<file path="src/hw/rtl/stereo_linear_speed_resampler_macros.svh">
// Assertion macros for the stereo linear speed resampler.
// Used by the top level; needs clk_i and rst_ni in the including scope.
`ifndef STEREO_LINEAR_SPEED_RESAMPLER_MACROS_SVH
`define STEREO_LINEAR_SPEED_RESAMPLER_MACROS_SVH

// Concurrent check clocked on clk_i, off while reset is asserted.
`define SLSR_ASSERT(label, prop, msg) \
  label: assert property (@(posedge clk_i) disable iff (!rst_ni) prop) else $error(msg);

// Implication check: antecedent implies consequent in the same cycle.
`define SLSR_ASSERT_IMP(label, ante, cons, msg) \
  `SLSR_ASSERT(label, (ante) |-> (cons), msg)

// Implication check: antecedent implies consequent in the next cycle.
`define SLSR_ASSERT_NEXT(label, ante, cons, msg) \
  `SLSR_ASSERT(label, (ante) |=> (cons), msg)

`endif

</file>
<file path="src/hw/rtl/slsr_pkg.sv">
// Shared types and constants of the stereo linear speed resampler.
// No dependencies; imported by every RTL module of the block.
`timescale 1ns / 1ps
`default_nettype none

package slsr_pkg;

  localparam int unsigned SampleBitsDef = 16;
  localparam int unsigned FracBitsDef   = 12;
  localparam int unsigned SpeedBits     = 16;
  localparam int unsigned MaxResults    = 64;
  localparam int unsigned CntBits       = $clog2(MaxResults);
  // Minimum speed is one sixty-fourth of an input frame.
  localparam int unsigned MinSpeedShift = 6;

  typedef enum logic {
    ST_IDLE,
    ST_RUN
  } state_e;

  // Controls from the phase sequencer to the lanes and the output stage.
  typedef struct packed {
    logic load;   // input transaction taken, update the held frame
    logic issue;  // start one interpolation in every lane
    logic last;   // issued result is the final one of this input
  } slsr_ctl_t;

endpackage

`default_nettype wire

</file>
<file path="src/hw/rtl/slsr_lane.sv">
// One channel lane: holds the previous sample and the frame difference,
// and interpolates at the phase from the sequencer. Depends on slsr_pkg.
`timescale 1ns / 1ps
`default_nettype none

module slsr_lane
  import slsr_pkg::*;
#(
  parameter int unsigned SAMPLE_BITS = SampleBitsDef,
  parameter int unsigned FRAC_BITS   = FracBitsDef
) (
  input  wire logic                          clk_i,
  input  wire logic                          rst_ni,
  input  wire logic                          load_i,
  input  wire logic signed [SAMPLE_BITS-1:0] sample_i,
  input  wire logic                          issue_i,
  input  wire logic        [FRAC_BITS-1:0]   phase_i,
  output logic      signed [SAMPLE_BITS-2:0] half_o
);

  localparam int unsigned DiffW = SAMPLE_BITS + 1;
  localparam int unsigned ProdW = SAMPLE_BITS + FRAC_BITS + 2;
  localparam int unsigned SumW  = SAMPLE_BITS + 2;

  logic signed [SAMPLE_BITS-1:0] prev_q;
  logic signed [SAMPLE_BITS-1:0] from_q;
  logic signed [DiffW-1:0]       diff_q, diff_d;
  logic signed [SAMPLE_BITS-1:0] base_q;
  logic signed [ProdW-1:0]       prod_q, prod_d;
  logic signed [SumW-1:0]        sum;

  assign diff_d = {sample_i[SAMPLE_BITS-1], sample_i} - {prev_q[SAMPLE_BITS-1], prev_q};
  assign prod_d = diff_q * $signed({1'b0, phase_i});

  always_ff @(posedge clk_i or negedge rst_ni) begin
    if (!rst_ni) begin
      prev_q <= '0;
    end else if (load_i) begin
      prev_q <= sample_i;
    end
  end

  // Difference and product stage carry no reset. The interpolation starts
  // from the frame held before the load, so keep it beside the difference.
  always_ff @(posedge clk_i) begin
    if (load_i) begin
      diff_q <= diff_d;
      from_q <= prev_q;
    end
    if (issue_i) begin
      base_q <= from_q;
      prod_q <= prod_d;
    end
  end

  // Floor of the scaled product, then halve; the sum stays in sample range.
  assign sum    = {{2{base_q[SAMPLE_BITS-1]}}, base_q} + prod_q[ProdW-1:FRAC_BITS];
  assign half_o = sum[SAMPLE_BITS-1:1];

endmodule

`default_nettype wire

</file>
<file path="src/hw/rtl/slsr_seq.sv">
// Phase sequencer: walks the read phase across one input frame and
// issues one interpolation per cycle while the output stage advances. Depends on slsr_pkg.
`timescale 1ns / 1ps
`default_nettype none

module slsr_seq
  import slsr_pkg::*;
#(
  parameter int unsigned FRAC_BITS = FracBitsDef
) (
  input  wire logic                 clk_i,
  input  wire logic                 rst_ni,
  input  wire logic                 in_valid_i,
  output logic                      in_ready_o,
  input  wire logic                 adv_i,
  input  wire logic [SpeedBits-1:0] speed_i,
  output slsr_ctl_t                 ctl_o,
  output logic      [FRAC_BITS-1:0] phase_o
);

  localparam int unsigned PhaseW = ((FRAC_BITS > SpeedBits) ? FRAC_BITS : SpeedBits) + 1;
  localparam logic [PhaseW-1:0]    PhaseOne = PhaseW'(1) << FRAC_BITS;
  localparam logic [SpeedBits-1:0] MinSpeed = SpeedBits'(1) << (FRAC_BITS - MinSpeedShift);
  localparam logic [CntBits-1:0]   CntLast  = CntBits'(MaxResults - 1);

  state_e               state_q, state_d;
  logic [PhaseW-1:0]    phase_q, phase_d, phase_next;
  logic [CntBits-1:0]   cnt_q, cnt_d;
  logic                 primed_q, primed_d;
  logic [SpeedBits-1:0] sp;
  logic                 accept, ph_low, last;

  assign sp         = (speed_i < MinSpeed) ? MinSpeed : speed_i;
  assign accept     = in_valid_i && in_ready_o;
  assign ph_low     = phase_q < PhaseOne;
  assign phase_next = phase_q + PhaseW'(sp);
  assign last       = (phase_next >= PhaseOne) || (cnt_q == CntLast);

  // Next state
  always_comb begin
    state_d = state_q;
    unique case (state_q)
      ST_IDLE: if (accept && primed_q && ph_low) state_d = ST_RUN;
      ST_RUN:  if (ctl_o.issue && last) state_d = ST_IDLE;
      default: state_d = ST_IDLE;
    endcase
  end

  // Outputs
  always_comb begin
    in_ready_o  = (state_q == ST_IDLE);
    ctl_o.load  = accept;
    ctl_o.issue = (state_q == ST_RUN) && adv_i;
    ctl_o.last  = last;
  end

  assign phase_o = phase_q[FRAC_BITS-1:0];

  // Phase, result count and priming flag
  always_comb begin
    phase_d  = phase_q;
    cnt_d    = cnt_q;
    primed_d = primed_q;
    if (accept) begin
      primed_d = 1'b1;
      cnt_d    = '0;
      if (primed_q && !ph_low) phase_d = phase_q - PhaseOne;
    end else if (ctl_o.issue) begin
      cnt_d = cnt_q + CntBits'(1);
      if (!last) begin
        phase_d = phase_next;
      end else if (phase_next >= PhaseOne) begin
        phase_d = phase_next - PhaseOne;
      end else begin
        phase_d = '0;
      end
    end
  end

  always_ff @(posedge clk_i or negedge rst_ni) begin
    if (!rst_ni) begin
      state_q  <= ST_IDLE;
      phase_q  <= '0;
      cnt_q    <= '0;
      primed_q <= 1'b0;
    end else begin
      state_q  <= state_d;
      phase_q  <= phase_d;
      cnt_q    <= cnt_d;
      primed_q <= primed_d;
    end
  end

endmodule

`default_nettype wire

</file>
<file path="src/hw/rtl/stereo_linear_speed_resampler.sv">
// Stereo linear speed resampler: top level with speed register, phase sequencer,
// two lanes and output register. Depends on slsr_pkg, slsr_lane, slsr_seq and the macros header.
//
// Usage:
// - Input channel (in_valid_i/in_ready_o) takes one stereo frame per
//   transaction. Output channel (out_valid_o/out_ready_i) delivers
//   interpolated, halved stereo frames; last_o marks the final one of an input.
// - cfg_we_i writes cfg_wdata_i into the speed register (Q4.12 frames
//   per output); write only while the block is idle. Speeds below 1/64
//   are used as 1/64.
// - The first frame after reset is only stored. Each later frame is taken,
//   then gives one result per phase step left below one frame, at most 64;
//   the phase sequencer issues one step per cycle while the output advances.
// - Each result passes the product register, then the output register.
// - A stalled receiver freezes the product stage and the sequencer; nothing
//   is dropped. A new frame can be taken while the last results still wait.
// - Reset clears the phase, the held frame, the priming flag, all valid
//   flags and sets speed to one frame per output.
`timescale 1ns / 1ps
`default_nettype none
`include "stereo_linear_speed_resampler_macros.svh"

module stereo_linear_speed_resampler
  import slsr_pkg::*;
#(
  parameter int unsigned SAMPLE_BITS = SampleBitsDef,
  parameter int unsigned FRAC_BITS   = FracBitsDef
) (
  input  wire logic                          clk_i,
  input  wire logic                          rst_ni,
  input  wire logic                          cfg_we_i,
  input  wire logic        [SpeedBits-1:0]   cfg_wdata_i,
  input  wire logic                          in_valid_i,
  output logic                               in_ready_o,
  input  wire logic signed [SAMPLE_BITS-1:0] left_sample_i,
  input  wire logic signed [SAMPLE_BITS-1:0] right_sample_i,
  output logic                               out_valid_o,
  input  wire logic                          out_ready_i,
  output logic      signed [SAMPLE_BITS-2:0] left_out_o,
  output logic      signed [SAMPLE_BITS-2:0] right_out_o,
  output logic                               last_o
);

  localparam logic [SpeedBits-1:0] SpeedReset = SpeedBits'(1) << FRAC_BITS;

  logic [SpeedBits-1:0]          speed_q;
  slsr_ctl_t                     ctl;
  logic [FRAC_BITS-1:0]          phase;
  logic                          adv;
  logic                          s1_v_q, s1_last_q;
  logic                          out_v_q, out_last_q;
  logic signed [SAMPLE_BITS-2:0] left_half, right_half;
  logic signed [SAMPLE_BITS-2:0] left_q, right_q;

  // Advance the pipeline whenever the output register is free or drains.
  assign adv = !out_v_q || out_ready_i;

  always_ff @(posedge clk_i or negedge rst_ni) begin
    if (!rst_ni) begin
      speed_q <= SpeedReset;
    end else if (cfg_we_i) begin
      speed_q <= cfg_wdata_i;
    end
  end

  slsr_seq #(
    .FRAC_BITS(FRAC_BITS)
  ) u_seq (
    .clk_i     (clk_i),
    .rst_ni    (rst_ni),
    .in_valid_i(in_valid_i),
    .in_ready_o(in_ready_o),
    .adv_i     (adv),
    .speed_i   (speed_q),
    .ctl_o     (ctl),
    .phase_o   (phase)
  );

  slsr_lane #(
    .SAMPLE_BITS(SAMPLE_BITS),
    .FRAC_BITS  (FRAC_BITS)
  ) u_lane_left (
    .clk_i   (clk_i),
    .rst_ni  (rst_ni),
    .load_i  (ctl.load),
    .sample_i(left_sample_i),
    .issue_i (ctl.issue),
    .phase_i (phase),
    .half_o  (left_half)
  );

  slsr_lane #(
    .SAMPLE_BITS(SAMPLE_BITS),
    .FRAC_BITS  (FRAC_BITS)
  ) u_lane_right (
    .clk_i   (clk_i),
    .rst_ni  (rst_ni),
    .load_i  (ctl.load),
    .sample_i(right_sample_i),
    .issue_i (ctl.issue),
    .phase_i (phase),
    .half_o  (right_half)
  );

  // Product-stage valid and the merge of both lanes into the output register.
  always_ff @(posedge clk_i or negedge rst_ni) begin
    if (!rst_ni) begin
      s1_v_q     <= 1'b0;
      s1_last_q  <= 1'b0;
      out_v_q    <= 1'b0;
      out_last_q <= 1'b0;
    end else if (adv) begin
      s1_v_q     <= ctl.issue;
      s1_last_q  <= ctl.last;
      out_v_q    <= s1_v_q;
      out_last_q <= s1_last_q;
    end
  end

  always_ff @(posedge clk_i) begin
    if (adv && s1_v_q) begin
      left_q  <= left_half;
      right_q <= right_half;
    end
  end

  assign out_valid_o = out_v_q;
  assign left_out_o  = left_q;
  assign right_out_o = right_q;
  assign last_o      = out_last_q && out_v_q;

  // Never take a frame while a phase step is being issued.
  `SLSR_ASSERT_IMP(a_no_issue_when_ready, in_ready_o, !ctl.issue, "issue while ready")
  // Return to taking frames right after the final step of a frame.
  `SLSR_ASSERT_NEXT(a_ready_after_last, ctl.issue && ctl.last, in_ready_o, "not idle after last")
  // A stalled product stage keeps its item.
  `SLSR_ASSERT_NEXT(a_s1_hold, s1_v_q && !adv, s1_v_q, "product stage item lost")
  // Only an issued step can reach the product stage.
  `SLSR_ASSERT_NEXT(a_s1_source, !ctl.issue && adv, !s1_v_q, "product stage item invented")

endmodule

`default_nettype wire

</file>
<file path="config.mk">
export PLATFORM = sky130hd
export DESIGN_NAME = stereo_linear_speed_resampler
export DESIGN_NICKNAME = d
export VERILOG_FILES = /design/src/hw/rtl/slsr_pkg.sv /design/src/hw/rtl/slsr_lane.sv /design/src/hw/rtl/slsr_seq.sv /design/src/hw/rtl/stereo_linear_speed_resampler.sv
export VERILOG_INCLUDE_DIRS = /design/src /design/src/hw/rtl
export SDC_FILE = /design/constraint.sdc
export NUM_CORES = 1
export LEC_CHECK = 0
export BUFFER_PORTS_ARGS = -buffer_cell sky130_fd_sc_hd__buf_2
export CORE_UTILIZATION = 60
export DETAILED_ROUTE_END_ITERATION = 7
export GPL_TIMING_DRIVEN = 0
export HOLD_SLACK_MARGIN = 0.05
export PLACE_DENSITY = 0.88
export SLEW_MARGIN = 20
export SYNTH_ARGS = -nofsm -noshare
export SYNTH_HDL_FRONTEND = slang
export SYNTH_HIERARCHICAL = 1
export SYNTH_SLANG_ARGS = --single-unit
</file>
<file path="constraint.sdc">
create_clock -name clk_i -period 8.3 [get_ports clk_i]
set_input_delay 0.415 -clock clk_i [delete_from_list [all_inputs] [get_ports clk_i]]
set_output_delay 0.415 -clock clk_i [all_outputs]
set_load 0.1 [all_outputs]
</file>
== After elaboration in Yosys (flattened, before gate mapping) ==
Index checks and enable logic that the tools add are counted.

* $add $sub $neg: 8
* Multiply operators: 2
* Magnitude comparators: 3
* Eq/ne operators: 2
* Muxes and demuxes: 11
* Bitwise gates (word level): 1
* Reduce and logical (&&, ||, !) cells: 14

{| class="wikitable"
|+ Operators by type and width
! operator !! count
|-
| $mux W17 || 5
|-
| $mul A17 B13 Y28 || 2
|-
| $sub A16 B16 Y17 || 2
|-
| $sub A17 B13 Y17 const B || 2
|-
| $add A16 B16 Y16 || 2
|-
| $add A17 B16 Y17 || 1
|-
| $ge A17 B13 Y1 const B || 1
|-
| $lt A17 B13 Y1 const B || 1
|-
| $lt A16 B7 Y1 const B || 1
|-
| $mux W16 || 1
|-
| $mux W6 || 2
|-
| $logic_and A1 B1 Y1 || 8
|-
| $add A6 B1 Y6 const B || 1
|-
| $eq A6 B6 Y1 const B || 1
|-
| $logic_not A1 Y1 || 2
|-
| $logic_or A1 B1 Y1 || 2
|-
| $mux W1 || 2
|-
| $ne A2 B2 Y1 const B || 1
|-
| $pmux W1 S2 || 1
|-
| $reduce_and A2 Y1 || 1
|-
| $reduce_bool A2 Y1 || 1
|-
| $not A1 Y1 || 1
|}

* Register bits after elaboration: 261
* Bits of input ports: 53
* Output and inout bits: 33
* Word-level logic and storage cells: 62

== Longest topological paths before layout ==
* Depth in word-level cells: 8
* Depth in mapped cells: 23
* Mapped depth without buffers: 21

== Cells and area by module ==
Netlist, hierarchy kept.

{| class="wikitable"
|+ Modules (own cells, without submodules)
! module !! times used !! cells an instance !! area an instance (um2) !! sequential area each (um2)
|-
| slsr_lane at u_lane_right || 1 || 1,105 || 10,862.9 || 2,352.3
|-
| slsr_lane at u_lane_left || 1 || 1,090 || 10,815.4 || 2,352.3
|-
| slsr_seq || 1 || 311 || 2,497.4 || 625.6
|-
| stereo_linear_speed_resampler || 1 || 76 || 1,732.9 || 1,402.6
|}

== Least setup slack after synthesis ==
No wires, ideal clock.

* Path kind: reg2reg
* From: reg u_seq.phase_q[5]
* To: reg u_lane_right.prod_q[25], data pin
* Library setup time: 0.260 ns
* Arrival: 5.628 ns
* Data required time: 8.040 ns
* Slack: 2.412 ns
* Cell stages (with the launch flop): 22
* Path buffers: 3
* Period minus slack after synthesis: 5.888 ns
* Cell sequence: dfrtp_1 buf_4 clkbuf_1 clkbuf_1 nand2_1 fa_1 fa_1 inv_1 fa_1 fa_1 inv_1 fa_1 inv_1 ha_1 a21oi_2 a21oi_2 or4_4 o211a_1 o21a_4 o41ai_4 o21bai_2 xor2_1

* Longest elaborated chain between the ends: 1

{| class="wikitable"
|+ RTL lines
! element !! RTL line !! source
|-
| start: declaration || slsr_seq.sv:27 || <nowiki>logic [PhaseW-1:0] phase_q, phase_d, phase_next;</nowiki>
|-
| start signal: assignment || slsr_seq.sv:88 || <nowiki>phase_q <= phase_d;</nowiki>
|-
| $mul A17 B13 Y28 || slsr_lane.sv:33 || <nowiki>assign prod_d = diff_q * $signed({1'b0, phase_i});</nowiki>
|-
| via u_lane_right.prod_d[25] || slsr_lane.sv:29 || <nowiki>logic signed [ProdW-1:0] prod_q, prod_d;</nowiki>
|-
| end signal: assignment || slsr_lane.sv:52 || <nowiki>prod_q <= prod_d;</nowiki>
|-
| end: declaration || slsr_lane.sv:29 ||
|}

The timed path passes the listed nets, and every way through them passes these cells.
A chain may end at the register's enable or synchronous reset.

== Final worst setup path ==
* From: reg u_seq.phase_q[5]
* To: reg u_lane_right.prod_q[27], data pin

The elaborated chain is that of the path after synthesis.

==> impl_metrics.py <==
metrics = {
    "drt": {
        "remaining_drc_errors": 0,
        "wl_per_cell_um": 18.6,
        "vias": 18700,
        "wirelength_um": 60800,
        "via_per_inst": 5.71,
        "dr.pass1.iters": 6,
        "drtIter0Drc": 1353,
        "ant_nets": 0,
    },
    "placement": {
        "portBuffers": 84,
        "gp_congestion": 0.915,
        "hpwl_um": 47900,
    },
    "timing": {
        "setup_viol": 0,
        "maxSlewViolCount": 0,
        "finalHoldViolations": 0,
        "relSlewSlack_pct": 29.8,
        "finClkSkew_ns": 0.0316,
        "worst_slew_pin_slew_ns": 1.05,
        "min_period_ns": 7.14,
        "fin_crit_sh_pct": 86.0,
        "rsz0062_at_grt": "no",
        "hold_slack_ns": 0.0595,
        "fmax_mhz": 140,
        "tns_ns": 0,
    },
    "clocking": {
        "cts_tree": "yes",
        "clk_latency_ns": 0.59,
        "cts_sinks": 237,
        "clockBufferDepth": 3,
        "cts_made_buffers": 27,
        "clk_pin_slew_ns": 0.06,
        "root_buffer": "clkbuf_16",
        "cts-htree-levels": 1,
        "cts-resized-gates": 0,
    },
    "floorplanning": {
        "initial_utilization_pct": 61.4,
        "rows": 75,
        "design.core.area_sq_um": 42200,
        "die_w_um": 210,
        "die_area_sq_um": 44000,
        "die_h_um": 210,
        "io_pins": 86,
    },
    "synth": {
        "synthTopCellsByCount": "531 x inv_1, 363 x fa_1, 280 x nand2_1, 235 x and2_1, 200 x ha_1",
        "syn-cell-area_sq_um": 25900,
        "synth_fa_ha_area_share_pct": 37.7,
        "synth_ff_type": "edfxtp_1",
        "yosysSeqAreaShare_pct": 26.0,
        "synth_top_family_by_area": "adder cells",
        "synth_seq_cells": 237,
        "synthDistinctLibCells": 91,
        "synth_nets": 3198,
        "synthTopCellsByArea": "fa_1 28%, edfxtp_1 19%, ha_1 9.7%",
        "syn_avg_cell_area_sq_um": 10.0,
        "muxShareOfSynthArea_pct": 1.10,
        "synth_edf_count": 160,
        "yosysWarnings": 6,
        "synth-simple-area-share_pct": 14.4,
        "yosys.area.top_type": "fa_1",
        "synth_compound_area_share_pct": 7.34,
        "yosysMostFrequentCell": "inv_1",
        "synthCells": 2582,
        "synthXorXnorAreaFrac_pct": 3.88,
        "synth_top_area_share_pct": 28.0,
        "async_flop_share_pct": 32.5,
    },
    "setup_path": {
        "cp-end-kind": "flip-flop",
        "start_kind": "flip-flop",
        "arrival_ns": 7.47,
        "critPathMaxFanout": 10,
        "crit_type": "flip-flop to flip-flop",
        "r2r_cells": 21,
        "cp_data_required_time_ns": 8.63,
    },
    "worst_hold_path": {
        "hp-class": "input pin to flip-flop",
        "hold_depth": 2,
    },
    "global_routing": {
        "antenna_found_initial": 1,
        "grt_pass1_vias": 19900,
        "grt_pass1_wl_um": 100000,
        "grt_start_max_net_pins": 75,
        "grt_overflow_total": 0,
        "grt_use_total_pct": 28.6,
    },
    "cells_and_area": {
        "syn_to_final_growth_pct": 8.49,
        "antenna_cells": 0,
        "final_nets": 3325,
        "drive_above_1_share_pct": 8.39,
        "fillers": 3045,
    },
    "run_status": {
        "status": "finished, final reports clean",
    },
    "run": {
        "max_cap_viol_count": 0,
    },
}
==> layer usage <==
metal | vias to the layer above | share of wire, % | track usage, %
met1 | 9343 | 40 | 37.3
met2 | 796 | 49 | 48.7
met4 | 2 | 3.7 | 10.1
met3 | 181 | 7.2 | 4.61
met5 | - | 0.031 | 0
li1 | 8350 | - | -
==> cells in the final DEF, fill, tap and decap left out, types with 11 or more instances in the layout <==
master / n
o21ai_0: 75
and2_1: 234
clkbuf_16: 27
nand3_1: 29
nand2b_1: 16
or3_1: 12
nand2_1: 280
nor2_1: 80
ha_1: 200
inv_1: 531
xor2_1: 36
mux2_4: 13
dfrtp_1: 76
clkbuf_1: 85
nor3_1: 28
xnor2_1: 77
and3_1: 11
dlygate4sd3_1: 11
nor2b_1: 11
a21o_1: 19
buf_4: 15
fa_1: 363
a21oi_1: 55
edfxtp_1: 160
a21oi_2: 16
buf_2: 84
==> registers in the layout, indices dropped and copies added, names as in the netlist, 6 cells and up <==
name and cells:
u_lane_left/diff_q 17, speed_q 16, u_lane_right/base_q 16, u_seq/cnt_q 6, u_lane_right/prod_q 16, u_lane_right/from_q 16, right_out_o 15, u_lane_left/from_q 16
left_out_o 15, u_seq/phase_q 17, u_lane_left/prod_q 16, u_lane_right/prev_q 16, u_lane_left/base_q 16, u_lane_right/diff_q 17, u_lane_left/prev_q 16
==> repair_timing <==
item	CTS	global route
hold buffers	10	1
endpoints found under the hold margin	29	1
setup buffers	0	0
==> worst max-delay path, stage by stage (launching register included) <==
cell      delay, ns
dfrtp_1        0.42
buf_4          0.24
clkbuf_1       0.47
clkbuf_1       0.47
nand2_1        0.14
fa_1           0.53
fa_1           0.53
inv_1          0.07
fa_1           0.50
fa_1           0.49
inv_1          0.05
fa_1           0.47
inv_1          0.04
ha_1           0.37
a21oi_2        0.22
a21oi_2        0.11
or4_4          0.55
o21ai_2        0.19
o21ai_1        0.16
a221oi_1       0.50
o21bai_1       0.18
xnor2_1        0.17
==> area by class of cell <==
| cell class | instances | area, sq um | area share, % |
|---|---|---|---|
| plain buffers | 102 | 487 | 1.73 |
| clock buffers | 34 | 732 | 2.60 |
| well taps | 539 | 674 | 2.40 |
| inverters | 532 | 2000 | 7.10 |
| repair buffers | 98 | 601 | 2.14 |
| flip-flops and latches | 237 | 6730 | 24.0 |
| clock inverters | 16 | 188 | 0.668 |
| multi-input cells | 1711 | 16700 | 59.4 |
==> through the flow <==
| stage | cells | utilization (%) | setup WS, ns | cell area [sq um] |
|---|---|---|---|---|
| final | 3269 | 66.6 | 1.16 | 28100 |
| after detailed placement | 3208 | 64.1 | 1.41 | 27100 |
| after floorplan | 2582 | - | 2.41 | 25900 |
| after global placement | 3205 | 63.9 | 1.53 | 27000 |
| after global routing | 3269 | 66.6 | 0.996 | 28100 |
| after CTS | 3268 | 66.5 | 1.29 | 28100 |
==> logic make-up (layout without fill, tap and decap cells) <==
family,count (synthesis),count (layout)
XOR/XNOR,114,114
buffers and inverters,634,782
multiplexers,21,21
flip-flops,237,237
AO/OA/AOI/OAI,272,272
AND/OR/NAND/NOR,741,741
adder cells (fa/ha/maj),563,563
==> final timing paths <==
check	startpoint	end	slack [ns]
min in group asynchronous	rst_ni	u_lane_right/prev_q[15]$_DFFE_PN0P_	0.29
worst max register to register	u_seq/phase_q[5]$_DFFE_PN0P_	u_lane_right/prod_q[27]$_DFFE_PP_	1.16
max in group asynchronous	rst_ni	u_lane_left/prev_q[2]$_DFFE_PN0P_	7.37
worst min-delay path	cfg_wdata_i[2]	speed_q[2]$_DFFE_PN0P_	0.06
worst min register to register	u_lane_left/from_q[2]$_DFFE_PP_	u_lane_left/base_q[2]$_DFFE_PP_	0.42
worst max-delay path	u_seq/phase_q[5]$_DFFE_PN0P_	u_lane_right/prod_q[27]$_DFFE_PP_	1.16
Power is not shown: default switching activity piles up to over one toggle a cycle in this logic, so the estimate is an artifact.
